[src/rtl/frps_pkg.sv]
// ----------------------------------------------------------------------------
// frps_pkg
// Shared types and constants of the frame rate pacer with timing statistics.
// ----------------------------------------------------------------------------
package frps_pkg;

   // Field widths
   localparam int TIME_W  = 32;
   localparam int COUNT_W = 16;
   localparam int FPS_W   = 10;
   localparam int MIN_W   = 10;

   // Operation codes
   localparam logic OP_START = 1'b0;
   localparam logic OP_FRAME = 1'b1;

   // Timing constants
   localparam logic [TIME_W-1:0]  MS_PER_SEC = 32'd1000;
   localparam logic [TIME_W-1:0]  WINDOW_MS  = 32'd1000;
   localparam logic [MIN_W-1:0]   MIN_RESET  = 10'd1000;
   localparam logic [FPS_W-1:0]   FPS_RESET  = 10'd60;
   localparam logic [FPS_W-1:0]   FPS_FLOOR  = 10'd1;
   localparam logic [COUNT_W-1:0] COUNT_MAX  = 16'hFFFF;

   // Divider geometry: 32-bit dividend, 16-bit divisor, one bit per cycle
   localparam int DIV_STEPS = TIME_W;
   localparam int DIV_CNT_W = $clog2(DIV_STEPS);

   // Request to the shared divider
   typedef struct packed {
      logic               start;
      logic [TIME_W-1:0]  dividend;
      logic [COUNT_W-1:0] divisor;
   } div_req_type;

   // Reply from the shared divider
   typedef struct packed {
      logic              done;
      logic [TIME_W-1:0] quotient;
   } div_rsp_type;

endpackage

[src/rtl/frps_if.sv]
// ----------------------------------------------------------------------------
// frps_if
// Channel interfaces: frame request, pacing response and rate register write.
// ----------------------------------------------------------------------------
interface frps_req_if;
   logic                        valid;
   logic                        ready;
   logic                        operation;
   logic [frps_pkg::TIME_W-1:0] now_ms;

   modport source (output valid, output operation, output now_ms, input ready);
   modport sink   (input valid, input operation, input now_ms, output ready);
endinterface

interface frps_rsp_if;
   logic                         valid;
   logic                         ready;
   logic [frps_pkg::TIME_W-1:0]  wait_ms;
   logic [frps_pkg::TIME_W-1:0]  frame_delta_ms;
   logic                         window_done;
   logic [frps_pkg::COUNT_W-1:0] fps_seen;
   logic [frps_pkg::TIME_W-1:0]  avg_frame_ms;
   logic [frps_pkg::MIN_W-1:0]   min_frame_ms;
   logic [frps_pkg::TIME_W-1:0]  max_frame_ms;

   modport source (output valid, output wait_ms, output frame_delta_ms,
                   output window_done, output fps_seen, output avg_frame_ms,
                   output min_frame_ms, output max_frame_ms, input ready);
   modport sink   (input valid, input wait_ms, input frame_delta_ms,
                   input window_done, input fps_seen, input avg_frame_ms,
                   input min_frame_ms, input max_frame_ms, output ready);
endinterface

interface frps_csr_if;
   logic                       valid;
   logic                       ready;
   logic [frps_pkg::FPS_W-1:0] max_fps;

   modport source (output valid, output max_fps, input ready);
   modport sink   (input valid, input max_fps, output ready);
endinterface

[src/rtl/frps_div.sv]
// ----------------------------------------------------------------------------
// frps_div
// Restoring radix-2 divider, 32-bit dividend by 16-bit divisor, one quotient
// bit per cycle. Done pulses for one cycle with the quotient valid.
// ----------------------------------------------------------------------------
module frps_div (
   input  logic                  clock,
   input  logic                  reset,
   input  frps_pkg::div_req_type req,
   output frps_pkg::div_rsp_type rsp
);

   logic                            busy_ff, busy_in;
   logic                            done_ff, done_in;
   logic [frps_pkg::DIV_CNT_W-1:0]  cnt_ff, cnt_in;
   logic [frps_pkg::COUNT_W-1:0]    rem_ff, rem_in;
   logic [frps_pkg::COUNT_W-1:0]    dsr_ff, dsr_in;
   logic [frps_pkg::TIME_W-1:0]     qr_ff, qr_in;

   logic [frps_pkg::COUNT_W:0]      trial;
   logic [frps_pkg::COUNT_W:0]      diff;
   logic                            fits;

   // One restoring step: shift in next dividend bit, try the subtract
   always_comb begin
      trial = {rem_ff, qr_ff[frps_pkg::TIME_W-1]};
      fits  = trial >= {1'b0, dsr_ff};
      diff  = trial - {1'b0, dsr_ff};
   end

   always_comb begin
      busy_in = busy_ff;
      done_in = 1'b0;
      cnt_in  = cnt_ff;
      rem_in  = rem_ff;
      dsr_in  = dsr_ff;
      qr_in   = qr_ff;
      if (req.start) begin
         busy_in = 1'b1;
         cnt_in  = '0;
         rem_in  = '0;
         dsr_in  = req.divisor;
         qr_in   = req.dividend;
      end else if (busy_ff) begin
         rem_in = fits ? diff[frps_pkg::COUNT_W-1:0] : trial[frps_pkg::COUNT_W-1:0];
         qr_in  = {qr_ff[frps_pkg::TIME_W-2:0], fits};
         cnt_in = cnt_ff + 1'b1;
         if (cnt_ff == frps_pkg::DIV_CNT_W'(frps_pkg::DIV_STEPS - 1)) begin
            busy_in = 1'b0;
            done_in = 1'b1;
         end
      end
   end

   always_ff @(posedge clock) begin
      if (reset) begin
         busy_ff <= 1'b0;
         done_ff <= 1'b0;
         cnt_ff  <= '0;
      end else begin
         busy_ff <= busy_in;
         done_ff <= done_in;
         cnt_ff  <= cnt_in;
      end
      rem_ff <= rem_in;
      dsr_ff <= dsr_in;
      qr_ff  <= qr_in;
   end

   assign rsp.done     = done_ff;
   assign rsp.quotient = qr_ff;

endmodule

[src/rtl/frame_rate_pacer_with_stats_core.sv]
// ----------------------------------------------------------------------------
// frame_rate_pacer_with_stats_core
// Frame pacer: reports the wait to the next frame slot and keeps per-window
// interval statistics (count, floor average, minimum, maximum).
// ----------------------------------------------------------------------------
// Usage:
//   req_chan : one transaction per event; operation START opens a new window
//              at now_ms, FRAME reports a completed frame at now_ms.
//   rsp_chan : exactly one transaction per request, carrying the wait, the
//              post-delay frame delta and the last latched window statistics.
//   csr_chan : writes max_fps (0 acts as 1); always ready, write only while
//              no request is in flight.
// Sequencing:
//   START: ST_IDLE goes straight to ST_RESP with the response registered.
//   FRAME runs the shared 32-step divider once for the slot offset
//   (ST_OFS), evaluates the interval in ST_EVAL, and runs the divider a
//   second time for the average (ST_AVG) when the frame closes a window,
//   before ST_RESP. One request is in flight at a time and req_chan.ready
//   is low until the response is taken.
// Reset: synchronous, active high; max_fps returns to 60, all window state
//   and latched statistics clear, interval minimum goes to 1000.
// Stall: the response is held in registers while rsp_chan.ready is low and
//   no new request is taken until it is consumed.
// ----------------------------------------------------------------------------
module frame_rate_pacer_with_stats_core (
   input  logic       clock,
   input  logic       reset,
   frps_req_if.sink   req_chan,
   frps_rsp_if.source rsp_chan,
   frps_csr_if.sink   csr_chan
);

   typedef enum logic [4:0] {
      ST_IDLE = 5'b00001,
      ST_OFS  = 5'b00010,
      ST_EVAL = 5'b00100,
      ST_AVG  = 5'b01000,
      ST_RESP = 5'b10000
   } state_type;

   state_type state_ff, state_in;

   // Architectural state
   logic [frps_pkg::FPS_W-1:0]   fps_ff, fps_in;
   logic [frps_pkg::TIME_W-1:0]  wstart_ff, wstart_in;
   logic [frps_pkg::COUNT_W-1:0] frames_ff, frames_in;
   logic [frps_pkg::TIME_W-1:0]  last_ff, last_in;
   logic [frps_pkg::TIME_W-1:0]  sum_ff, sum_in;
   logic [frps_pkg::MIN_W-1:0]   min_ff, min_in;
   logic [frps_pkg::TIME_W-1:0]  max_ff, max_in;
   logic [frps_pkg::COUNT_W-1:0] lat_fps_ff, lat_fps_in;
   logic [frps_pkg::TIME_W-1:0]  lat_avg_ff, lat_avg_in;
   logic [frps_pkg::MIN_W-1:0]   lat_min_ff, lat_min_in;
   logic [frps_pkg::TIME_W-1:0]  lat_max_ff, lat_max_in;

   // Per-transaction working registers
   logic [frps_pkg::TIME_W-1:0]  now_ff, now_in;
   logic [frps_pkg::TIME_W-1:0]  offset_ff, offset_in;
   logic [frps_pkg::TIME_W-1:0]  cur_ff, cur_in;
   logic [frps_pkg::TIME_W-1:0]  wait_ff, wait_in;
   logic [frps_pkg::TIME_W-1:0]  delta_ff, delta_in;
   logic                         done_ff, done_in;

   frps_pkg::div_req_type div_req;
   frps_pkg::div_rsp_type div_rsp;

   logic                         req_fire;
   logic [frps_pkg::FPS_W-1:0]   fps_eff;
   logic [frps_pkg::COUNT_W-1:0] count_next;
   logic [frps_pkg::TIME_W-1:0]  interval;
   logic [frps_pkg::TIME_W:0]    sum_wide;
   logic [frps_pkg::TIME_W-1:0]  sum_new;
   logic [frps_pkg::TIME_W-1:0]  elapsed;
   logic                         late;
   logic [frps_pkg::TIME_W-1:0]  elapsed_eff;
   logic [frps_pkg::TIME_W-1:0]  cur_val;

   assign req_fire = req_chan.valid && req_chan.ready;

   // Frame count and effective rate
   always_comb begin
      fps_eff    = (fps_ff == '0) ? frps_pkg::FPS_FLOOR : fps_ff;
      count_next = (frames_ff == frps_pkg::COUNT_MAX) ? frames_ff : frames_ff + 1'b1;
   end

   // Interval and slot arithmetic for the evaluate step
   always_comb begin
      interval    = now_ff - last_ff;
      sum_wide    = {1'b0, sum_ff} + {1'b0, interval};
      sum_new     = sum_wide[frps_pkg::TIME_W] ? '1 : sum_wide[frps_pkg::TIME_W-1:0];
      elapsed     = now_ff - wstart_ff;
      late        = elapsed < offset_ff;
      elapsed_eff = late ? offset_ff : elapsed;
      cur_val     = late ? (wstart_ff + offset_ff) : now_ff;
   end

   // Sequencer and state updates
   always_comb begin
      state_in   = state_ff;
      fps_in     = fps_ff;
      wstart_in  = wstart_ff;
      frames_in  = frames_ff;
      last_in    = last_ff;
      sum_in     = sum_ff;
      min_in     = min_ff;
      max_in     = max_ff;
      lat_fps_in = lat_fps_ff;
      lat_avg_in = lat_avg_ff;
      lat_min_in = lat_min_ff;
      lat_max_in = lat_max_ff;
      now_in     = now_ff;
      offset_in  = offset_ff;
      cur_in     = cur_ff;
      wait_in    = wait_ff;
      delta_in   = delta_ff;
      done_in    = done_ff;

      div_req.start    = 1'b0;
      div_req.dividend = 32'(count_next) * frps_pkg::MS_PER_SEC;
      div_req.divisor  = frps_pkg::COUNT_W'(fps_eff);

      if (csr_chan.valid) begin
         fps_in = csr_chan.max_fps;
      end

      case (state_ff)
         ST_IDLE: begin
            if (req_fire) begin
               now_in = req_chan.now_ms;
               if (req_chan.operation == frps_pkg::OP_START) begin
                  wstart_in = req_chan.now_ms;
                  frames_in = '0;
                  wait_in   = '0;
                  delta_in  = '0;
                  done_in   = 1'b0;
                  state_in  = ST_RESP;
               end else begin
                  // slot offset = count * 1000 / fps
                  frames_in     = count_next;
                  div_req.start = 1'b1;
                  state_in      = ST_OFS;
               end
            end
         end
         ST_OFS: begin
            if (div_rsp.done) begin
               offset_in = div_rsp.quotient;
               state_in  = ST_EVAL;
            end
         end
         ST_EVAL: begin
            sum_in = sum_new;
            if (interval <= {{(frps_pkg::TIME_W-frps_pkg::MIN_W){1'b0}}, min_ff}) begin
               min_in = interval[frps_pkg::MIN_W-1:0];
            end
            if (interval >= max_ff) begin
               max_in = interval;
            end
            wait_in  = late ? (offset_ff - elapsed) : '0;
            delta_in = cur_val - last_ff;
            last_in  = cur_val;
            cur_in   = cur_val;
            done_in  = 1'b0;
            if (elapsed_eff >= frps_pkg::WINDOW_MS) begin
               // window closes: average = sum / count
               div_req.start    = 1'b1;
               div_req.dividend = sum_new;
               div_req.divisor  = frames_ff;
               state_in         = ST_AVG;
            end else begin
               state_in = ST_RESP;
            end
         end
         ST_AVG: begin
            if (div_rsp.done) begin
               lat_fps_in = frames_ff;
               lat_avg_in = div_rsp.quotient;
               lat_min_in = min_ff;
               lat_max_in = max_ff;
               frames_in  = '0;
               min_in     = frps_pkg::MIN_RESET;
               max_in     = '0;
               sum_in     = '0;
               wstart_in  = cur_ff;
               done_in    = 1'b1;
               state_in   = ST_RESP;
            end
         end
         ST_RESP: begin
            if (rsp_chan.ready) begin
               state_in = ST_IDLE;
            end
         end
         default: begin
            state_in = ST_IDLE;
         end
      endcase
   end

   always_ff @(posedge clock) begin
      if (reset) begin
         state_ff   <= ST_IDLE;
         fps_ff     <= frps_pkg::FPS_RESET;
         wstart_ff  <= '0;
         frames_ff  <= '0;
         last_ff    <= '0;
         sum_ff     <= '0;
         min_ff     <= frps_pkg::MIN_RESET;
         max_ff     <= '0;
         lat_fps_ff <= '0;
         lat_avg_ff <= '0;
         lat_min_ff <= '0;
         lat_max_ff <= '0;
      end else begin
         state_ff   <= state_in;
         fps_ff     <= fps_in;
         wstart_ff  <= wstart_in;
         frames_ff  <= frames_in;
         last_ff    <= last_in;
         sum_ff     <= sum_in;
         min_ff     <= min_in;
         max_ff     <= max_in;
         lat_fps_ff <= lat_fps_in;
         lat_avg_ff <= lat_avg_in;
         lat_min_ff <= lat_min_in;
         lat_max_ff <= lat_max_in;
      end
      now_ff    <= now_in;
      offset_ff <= offset_in;
      cur_ff    <= cur_in;
      wait_ff   <= wait_in;
      delta_ff  <= delta_in;
      done_ff   <= done_in;
   end

   // Shared divider
   frps_div u_div (
      .clock (clock),
      .reset (reset),
      .req   (div_req),
      .rsp   (div_rsp)
   );

   // Channel outputs
   assign req_chan.ready = (state_ff == ST_IDLE);
   assign csr_chan.ready = 1'b1;

   assign rsp_chan.valid          = (state_ff == ST_RESP);
   assign rsp_chan.wait_ms        = wait_ff;
   assign rsp_chan.frame_delta_ms = delta_ff;
   assign rsp_chan.window_done    = done_ff;
   assign rsp_chan.fps_seen       = lat_fps_ff;
   assign rsp_chan.avg_frame_ms   = lat_avg_ff;
   assign rsp_chan.min_frame_ms   = lat_min_ff;
   assign rsp_chan.max_frame_ms   = lat_max_ff;

endmodule
[src/flat_wrapper.sv]
// flat-port wrapper written by rule: the top's interface ports become plain ports
module frame_rate_pacer_with_stats_core_flat 
  (clock, reset, req_chan_valid, req_chan_operation, req_chan_now_ms, req_chan_ready, rsp_chan_valid, rsp_chan_wait_ms, rsp_chan_frame_delta_ms, rsp_chan_window_done, rsp_chan_fps_seen, rsp_chan_avg_frame_ms, rsp_chan_min_frame_ms, rsp_chan_max_frame_ms, rsp_chan_ready, csr_chan_valid, csr_chan_max_fps, csr_chan_ready);
  frps_req_if req_chan_i ();
  frps_rsp_if rsp_chan_i ();
  frps_csr_if csr_chan_i ();
  input  logic clock;
  input  logic reset;
  input wire logic [$bits(req_chan_i.valid)-1:0] req_chan_valid;
  input wire logic [$bits(req_chan_i.operation)-1:0] req_chan_operation;
  input wire logic [$bits(req_chan_i.now_ms)-1:0] req_chan_now_ms;
  output wire logic [$bits(req_chan_i.ready)-1:0] req_chan_ready;
  output wire logic [$bits(rsp_chan_i.valid)-1:0] rsp_chan_valid;
  output wire logic [$bits(rsp_chan_i.wait_ms)-1:0] rsp_chan_wait_ms;
  output wire logic [$bits(rsp_chan_i.frame_delta_ms)-1:0] rsp_chan_frame_delta_ms;
  output wire logic [$bits(rsp_chan_i.window_done)-1:0] rsp_chan_window_done;
  output wire logic [$bits(rsp_chan_i.fps_seen)-1:0] rsp_chan_fps_seen;
  output wire logic [$bits(rsp_chan_i.avg_frame_ms)-1:0] rsp_chan_avg_frame_ms;
  output wire logic [$bits(rsp_chan_i.min_frame_ms)-1:0] rsp_chan_min_frame_ms;
  output wire logic [$bits(rsp_chan_i.max_frame_ms)-1:0] rsp_chan_max_frame_ms;
  input wire logic [$bits(rsp_chan_i.ready)-1:0] rsp_chan_ready;
  input wire logic [$bits(csr_chan_i.valid)-1:0] csr_chan_valid;
  input wire logic [$bits(csr_chan_i.max_fps)-1:0] csr_chan_max_fps;
  output wire logic [$bits(csr_chan_i.ready)-1:0] csr_chan_ready;
  assign req_chan_i.valid = req_chan_valid;
  assign req_chan_i.operation = req_chan_operation;
  assign req_chan_i.now_ms = req_chan_now_ms;
  assign req_chan_ready = req_chan_i.ready;
  assign rsp_chan_valid = rsp_chan_i.valid;
  assign rsp_chan_wait_ms = rsp_chan_i.wait_ms;
  assign rsp_chan_frame_delta_ms = rsp_chan_i.frame_delta_ms;
  assign rsp_chan_window_done = rsp_chan_i.window_done;
  assign rsp_chan_fps_seen = rsp_chan_i.fps_seen;
  assign rsp_chan_avg_frame_ms = rsp_chan_i.avg_frame_ms;
  assign rsp_chan_min_frame_ms = rsp_chan_i.min_frame_ms;
  assign rsp_chan_max_frame_ms = rsp_chan_i.max_frame_ms;
  assign rsp_chan_i.ready = rsp_chan_ready;
  assign csr_chan_i.valid = csr_chan_valid;
  assign csr_chan_i.max_fps = csr_chan_max_fps;
  assign csr_chan_ready = csr_chan_i.ready;
  frame_rate_pacer_with_stats_core u_core (.clock(clock), .reset(reset), .req_chan(req_chan_i), .rsp_chan(rsp_chan_i), .csr_chan(csr_chan_i));
endmodule
[config.mk]
export PLATFORM = sky130hd
export DESIGN_NAME = frame_rate_pacer_with_stats_core_flat
export DESIGN_NICKNAME = d
export VERILOG_FILES = /design/src/rtl/frps_pkg.sv /design/src/rtl/frps_if.sv /design/src/rtl/frps_div.sv /design/src/rtl/frame_rate_pacer_with_stats_core.sv /design/src/flat_wrapper.sv
export SDC_FILE = /design/constraint.sdc
export NUM_CORES = 2
export LEC_CHECK = 0
export ABC_AREA = 1
export BUFFER_PORTS_ARGS = -buffer_cell sky130_fd_sc_hd__buf_2
export CAP_MARGIN = 25
export CORE_ASPECT_RATIO = 2
export CORE_MARGIN = 2
export CORE_UTILIZATION = 57
export CTS_CLUSTER_SIZE = 8
export DETAILED_ROUTE_END_ITERATION = 8
export PLACE_DENSITY = 0.88
export SYNTH_ARGS = -nofsm -noshare
export SYNTH_HDL_FRONTEND = slang
export SYNTH_SLANG_ARGS = --single-unit
[constraint.sdc]
create_clock -name clock -period 7.8 [get_ports clock]
set_input_delay 0 -clock clock [delete_from_list [all_inputs] [get_ports clock]]
set_output_delay 0 -clock clock [all_outputs]
set_load 0.05 [all_outputs]
# ---- Yosys cells after proc, flatten, opt, wreduce, memory -nomap -nowiden
# Index checks and enable logic that the tools add are counted.
dict set report totals {
  ff_bits 491
  out_inout_bits 158
  elab_cells 124
}
dict set report classes {
  add_sub_neg 9
  mul 1
  order_cmp 5
  n_eq_ne 14
  n_mux 48
  bitwise_logic 1
  n_reduce_logical 21
}
# operator n
set ops {}
lappend ops {{$mux W32} 13}
lappend ops {{$pmux W32 S2} 5}
lappend ops {{$sub A32 B32 Y32} 4}
lappend ops {{$mux W16} 5}
lappend ops {{$mux W49} 1}
lappend ops {{$mux W48} 1}
lappend ops {{$add A32 B32 Y33} 1}
lappend ops {{$add A32 B32 Y32} 1}
lappend ops {{$ge A32 B10 Y1 const B} 1}
lappend ops {{$ge A32 B32 Y1} 1}
lappend ops {{$le A32 B10 Y1} 1}
lappend ops {{$lt A32 B32 Y1} 1}
lappend ops {{$pmux W16 S2} 1}
lappend ops {{$mux W10} 3}
lappend ops {{$mux W5} 6}
lappend ops {{$pmux W5 S5} 1}
lappend ops {{$mul A16 B7 Y23 const B} 1}
lappend ops {{$pmux W10 S2} 1}
lappend ops {{$ge A17 B16 Y1} 1}
lappend ops {{$add A16 B1 Y16 const B} 1}
lappend ops {{$eq A16 B16 Y1 const B} 1}
lappend ops {{$sub A16 B16 Y16} 1}
lappend ops {{$reduce_and A3 Y1} 4}
lappend ops {{$reduce_and A4 Y1} 3}
lappend ops {{other kinds (19)} 40}

# ---- Logic depth before layout (Yosys ltp)
dict set report depth {
  ltp_word 7
  ltp_mapped 45
  mapped_depth_nobuf 43
}

# ---- By module
# From an unflattened synthesis, not the netlist that was laid out.
dict set report hier_totals {
  hier_cells 4853
  area_unflattened_um2 35136.2
}
# mod n_inst cells_per_inst area_each_um2 seq_area_each_um2
set by_module_without_submodules {}
lappend by_module_without_submodules {frame_rate_pacer_with_stats_core 1 4338 31046.0 10019.6}
lappend by_module_without_submodules {frps_div 1 515 4090.2 1901.8}

# ---- Worst setup path after synthesis
# Ideal clock, no wire load.
dict set report synth_path {
  path_type {reg2reg}
  from {register u_core.state_ff[3]}
  to {register u_core.delta_ff, in the netlist u_core.rsp_chan.frame_delta_ms[0], enable pin}
  arrival_ps 7844
  required_time_ps 7225
  setup_slack_ps -619
  path_stages_with_launch 8
  n_path_buf 0
  period_less_slack_ps 8419
  cell_sequence {dfxtp_1 -> nor2_1 -> inv_1 -> nor4_2 -> inv_1 -> nor2_1 -> inv_1 -> o21ai_0}
}
dict set report synth_via {
  elab_chain_cells 4
  elab_cells_between_ends 7
}
# element line
set synth_rtl {}
lappend synth_rtl {{start, declared} frame_rate_pacer_with_stats_core.sv:41} ;# state_type state_ff, state_in;
lappend synth_rtl {{start signal, assigned} frame_rate_pacer_with_stats_core.sv:215} ;# state_ff <= state_in;
lappend synth_rtl {{$eq A5 B1 Y1 (*)} frame_rate_pacer_with_stats_core.sv:245} ;# assign req_chan.ready = (state_ff == ST_IDLE);
lappend synth_rtl {{net req_chan_ready} flat_wrapper.sv:12} ;# output wire logic [$bits(req_chan_i.ready)-1:0] req_chan_ready;
lappend synth_rtl {{$logic_and A1 B1 Y1} frame_rate_pacer_with_stats_core.sv:78} ;# assign req_fire = req_chan.valid && req_chan.ready;
lappend synth_rtl {{$ne A2 B2 Y1 (no source line)} -}
lappend synth_rtl {{$reduce_and A3 Y1 (no source line) (*)} -}
lappend synth_rtl {{end signal, assigned} frame_rate_pacer_with_stats_core.sv:232} ;# delta_ff <= delta_in;
lappend synth_rtl {{end, declared} frame_rate_pacer_with_stats_core.sv:61} ;# logic [frps_pkg::TIME_W-1:0] delta_ff, delta_in;
# Mark *: on every way through the listed nets, which the timed path passes. The rest lies on a longest branch.
# A chain may end at the register's enable or synchronous reset.

# ---- Worst setup path after layout
dict set report layout_path {
  from {register u_core.now_ff[0] (netlist bit)}
  to {register u_core.delta_ff, in the netlist u_core.rsp_chan.frame_delta_ms[22] (data pin)}
}
dict set report layout_via {
  elab_chain_cells 5
}
# element line
set layout_rtl {}
lappend layout_rtl {{start, declared} frame_rate_pacer_with_stats_core.sv:57} ;# logic [frps_pkg::TIME_W-1:0] now_ff, now_in;
lappend layout_rtl {{start signal, assigned} frame_rate_pacer_with_stats_core.sv:228} ;# now_ff <= now_in;
lappend layout_rtl {{$sub A32 B32 Y32} frame_rate_pacer_with_stats_core.sv:91} ;# elapsed = now_ff - wstart_ff;
lappend layout_rtl {{$lt A32 B32 Y1} frame_rate_pacer_with_stats_core.sv:92} ;# late = elapsed < offset_ff;
lappend layout_rtl {{$mux W32} frame_rate_pacer_with_stats_core.sv:94} ;# cur_val = late ? (wstart_ff + offset_ff) : now_ff;
lappend layout_rtl {{net u_core.cur_val (one bit)} frame_rate_pacer_with_stats_core.sv:76} ;# logic [frps_pkg::TIME_W-1:0] cur_val;
lappend layout_rtl {{$sub A32 B32 Y32} frame_rate_pacer_with_stats_core.sv:160} ;# delta_in = cur_val - last_ff;
lappend layout_rtl {{$pmux W32 S2} frame_rate_pacer_with_stats_core.sv:126} ;# case (state_ff)
# The timed path passes the listed nets, and every way through them passes these cells.

==> flow_summary.ini <==
[timing]
timing.final.crit_share = 0.8891
final_max_slew_viol_count = 0
hold_violations = 0
finalClockSkew_ps = 37.46
tightest_slew_ps = 972.4
relSlewSlack = 0.3517
setup_violations = 0
timing.setup.tns_ps = 0
rsz0062_at_grt = false
fmax_mhz = 144.2
period_needed_ps = 6935

[clocking]
cts_setup_buffers = 0
htree_levels = 3
tritoncts = done
cts_sinks = 491
clockBufferDepth = 3
insertion_delay_ps = 690
cts_resized = 0
cts_hold_buffers = 67
clk_pin_slew_worst_paths_ps = 60
clock-root-buffer = clkbuf_16
cts_made_buffers = 71

[die]
pin_count = 206
initial_core_util = 0.5750
die_w_um = 179.2
num_rows = 128
dieArea_mm2 = 0.06350
die_y_um = 354.4
coreArea_mm2 = 0.06086

[setup_path]
rrSetupSlack_ps = 860
r2r-end = u_core.rsp_chan.frame_delta_ms[22]$_SDFFCE_PN0P_
max_stage_delay_ps = 550
r2r_start = u_core.now_ff[0]$_DFFE_PP_
startpoint_type = flop
crit_required_ps = 8220
startpoint = u_core.now_ff[0]$_DFFE_PP_
worst_setup_path_end_kind = flop
crit_slowest_cell = o21ai_1
critPathKind = flop to flop
worst_ep_arrival_time_ps = 7360
rr_worst_depth = 39
critical_path.max_fanout = 22
crit_top_cell = nand2_1

[detailed_routing]
wl_per_cell_um = 21.79
first_iter_violations = 2686
routed_wl_um = 127700
ant_nets = 0
vias = 35110
drc = 0
post_drt_via_cell_ratio = 5.989
drtPass1Iterations = 6

[global_route]
met3_usage = 0.07991
grt.met2_usage = 0.7055
grt_busiest_layer = met2
gr-total-overflow = 0
met1_usage = 0.3758
track_usage = 0.4010
grt_pass1_vias = 35030
grt_max_degree = 166
antenna_found_initial = 1
grt_pass1_wl_um = 191400

[worst_hold_path]
hold-path-endpoint = u_core.now_ff[24]$_DFFE_PP_
hold_depth = 2
min-delay-path-class = input pin to flop
min_from = req_chan_now_ms[24]

[logic_synthesis]
yosys.area.top_type = edfxtp_1
ys_warn_count = 0
synth.cell_area_mm2 = 0.03499
synthFlopType = dfxtp_1
seq_area_frac_synth = 0.3407
synthesis.nets = 5211
syn_avg_cell_area_um2 = 7.290
syn-instance-count = 4800
synth_top_area_frac = 0.1794
async_reset_ff_frac = 0
ys_top_cells_by_area = edfxtp_1 (18%), dfxtp_1 (16%), nand2_1 (12%), ha_1 (11%), a21oi_1 (7.3%)
yosysUniqueCellTypes = 63
synth-seq-cells = 491
synth_enable_flop_cells = 209

[finish]
stdcell_area_mm2 = 0.03956
nNetsFinal = 5446
most-common-layout-cells = nand2_1 (1,155), inv_1 (640), a21oi_1 (507)
final_common_cell = nand2_1
drive_gt1_frac = 0.08009
areaGrowthSynthToFinish_pct = 13.05
fill_cells = 5405

[flow_run]
drv_cap = 0

[power_and_ir_drop]
ir_worst_vdd_mv = 0.2116
power_density_mw_per_mm2 = 246.7
power_leakage_nw = 18.33

[outcome]
outcome = completed

[place]
gp_congestion = 1.032
port_buffers = 204
dp_hpwl_um = 97540
placed_cell_area_mm2 = 0.03670
## cell usage after synthesis, drive strengths merged (7+ instances only)
cell type,n
nand3b,18
nor4,24
xor2,75
inv,653
nand4,45
o21a,20
o21ai,317
a21boi,8
o211ai,20
clkbuf,118
dfxtp,282
nand2,1161
nor2,349
nand3,334
xnor2,28
ha,302
nor3,48
buf,27
o21bai,20
or2,34
a21oi,521
a31oi,56
a211oi,9
fa,61
edfxtp,209
a21o,24
and2,7
## sequential cells by signal, indices dropped and copies added (netlist names), 32 cells and up
register / flops
u_core.cur_ff: 32
u_core.last_ff: 32
u_core.max_ff: 32
u_core.now_ff: 32
u_core.offset_ff: 32
u_core.rsp_chan.avg_frame_ms: 32
u_core.rsp_chan.frame_delta_ms: 32
u_core.rsp_chan.max_frame_ms: 32
u_core.rsp_chan.wait_ms: 32
u_core.sum_ff: 32
u_core.u_div.qr_ff: 32
u_core.wstart_ff: 32
## power breakdown
part / switching, W / internal (W) / leakage (nW)
logic: 0.00253 / 0.00116 / 13.1
registers: 0.000168 / 0.00288 / 4.26
clock network: 0.00128 / 0.00173 / 1.01
total: 0.00398 / 0.00578 / 18.3
## critical path, delay by kind of cell (launching register included)
family / cells / cell delay, ps
AO/OA/AOI/OAI: 6 / 1520
flip-flops: 1 / 370
adder cells (fa/ha/maj): 4 / 1440
AND/OR/NAND/NOR: 24 / 2650
buffers and inverters: 5 / 650
## cell type report
class / count / area [µm²] / share of cell area
clock buffers: 113 / 1954 / 0.04941
well taps: 780 / 975.9 / 0.02467
diodes: 1 / 2.502 / 0.00006326
multi-input cells: 3510 / 20030 / 0.5063
repair buffers: 307 / 2038 / 0.05152
clock inverters: 7 / 178.9 / 0.004523
flip-flops and latches: 491 / 11930 / 0.3015
inverters: 654 / 2456 / 0.06209
## metrics by stage
step | util | power (W) | hold WS, ps | std cells | setup WS (ps)
global placement | 0.6028 | 0.006590 | 195.5 | 5672 | 1142
CTS | 0.6492 | 0.009683 | 38.58 | 5860 | 1018
global route | 0.6500 | 0.01023 | 67.35 | 5862 | 232.7
floorplan | - | 0.005548 | 98.87 | 4800 | 1102
detailed placement | 0.6031 | 0.006645 | 195.8 | 5673 | 1078
finish | 0.6500 | 0.009759 | 51.20 | 5863 | 864.9
## routing by layer
| layer | wire (µm) | part of all wire |
|---|---|---|
| met2 | 63220 | 0.49 |
| met5 | 0 | 0 |
| met1 | 41010 | 0.32 |
| met3 | 8156 | 0.064 |
| met4 | 15340 | 0.12 |
## worst max-delay path by stage
stage	endpoint
final	u_core.rsp_chan.frame_delta_ms[22]$_SDFFCE_PN0P_
after global routing	u_core.rsp_chan.frame_delta_ms[22]$_SDFFCE_PN0P_
after CTS	u_core.rsp_chan.frame_delta_ms[22]$_SDFFCE_PN0P_
after detailed placement	u_core.rsp_chan.frame_delta_ms[22]$_SDFFCE_PN0P_
after global placement	u_core.rsp_chan.frame_delta_ms[22]$_SDFFCE_PN0P_
after floorplan	u_core.rsp_chan.frame_delta_ms[0]$_SDFFCE_PN0P_
## kinds of logic after synthesis
| logic type | share of synthesized area |
|---|---|
| simple gates | 0.2434 |
| compound gates | 0.1591 |
| buf+inv | 0.08804 |
| flops | 0.3407 |
| fa+ha+maj | 0.1429 |
| xor+xnor | 0.02578 |
| other cells | 0.0001072 |
(Power assumes the default switching activity.)
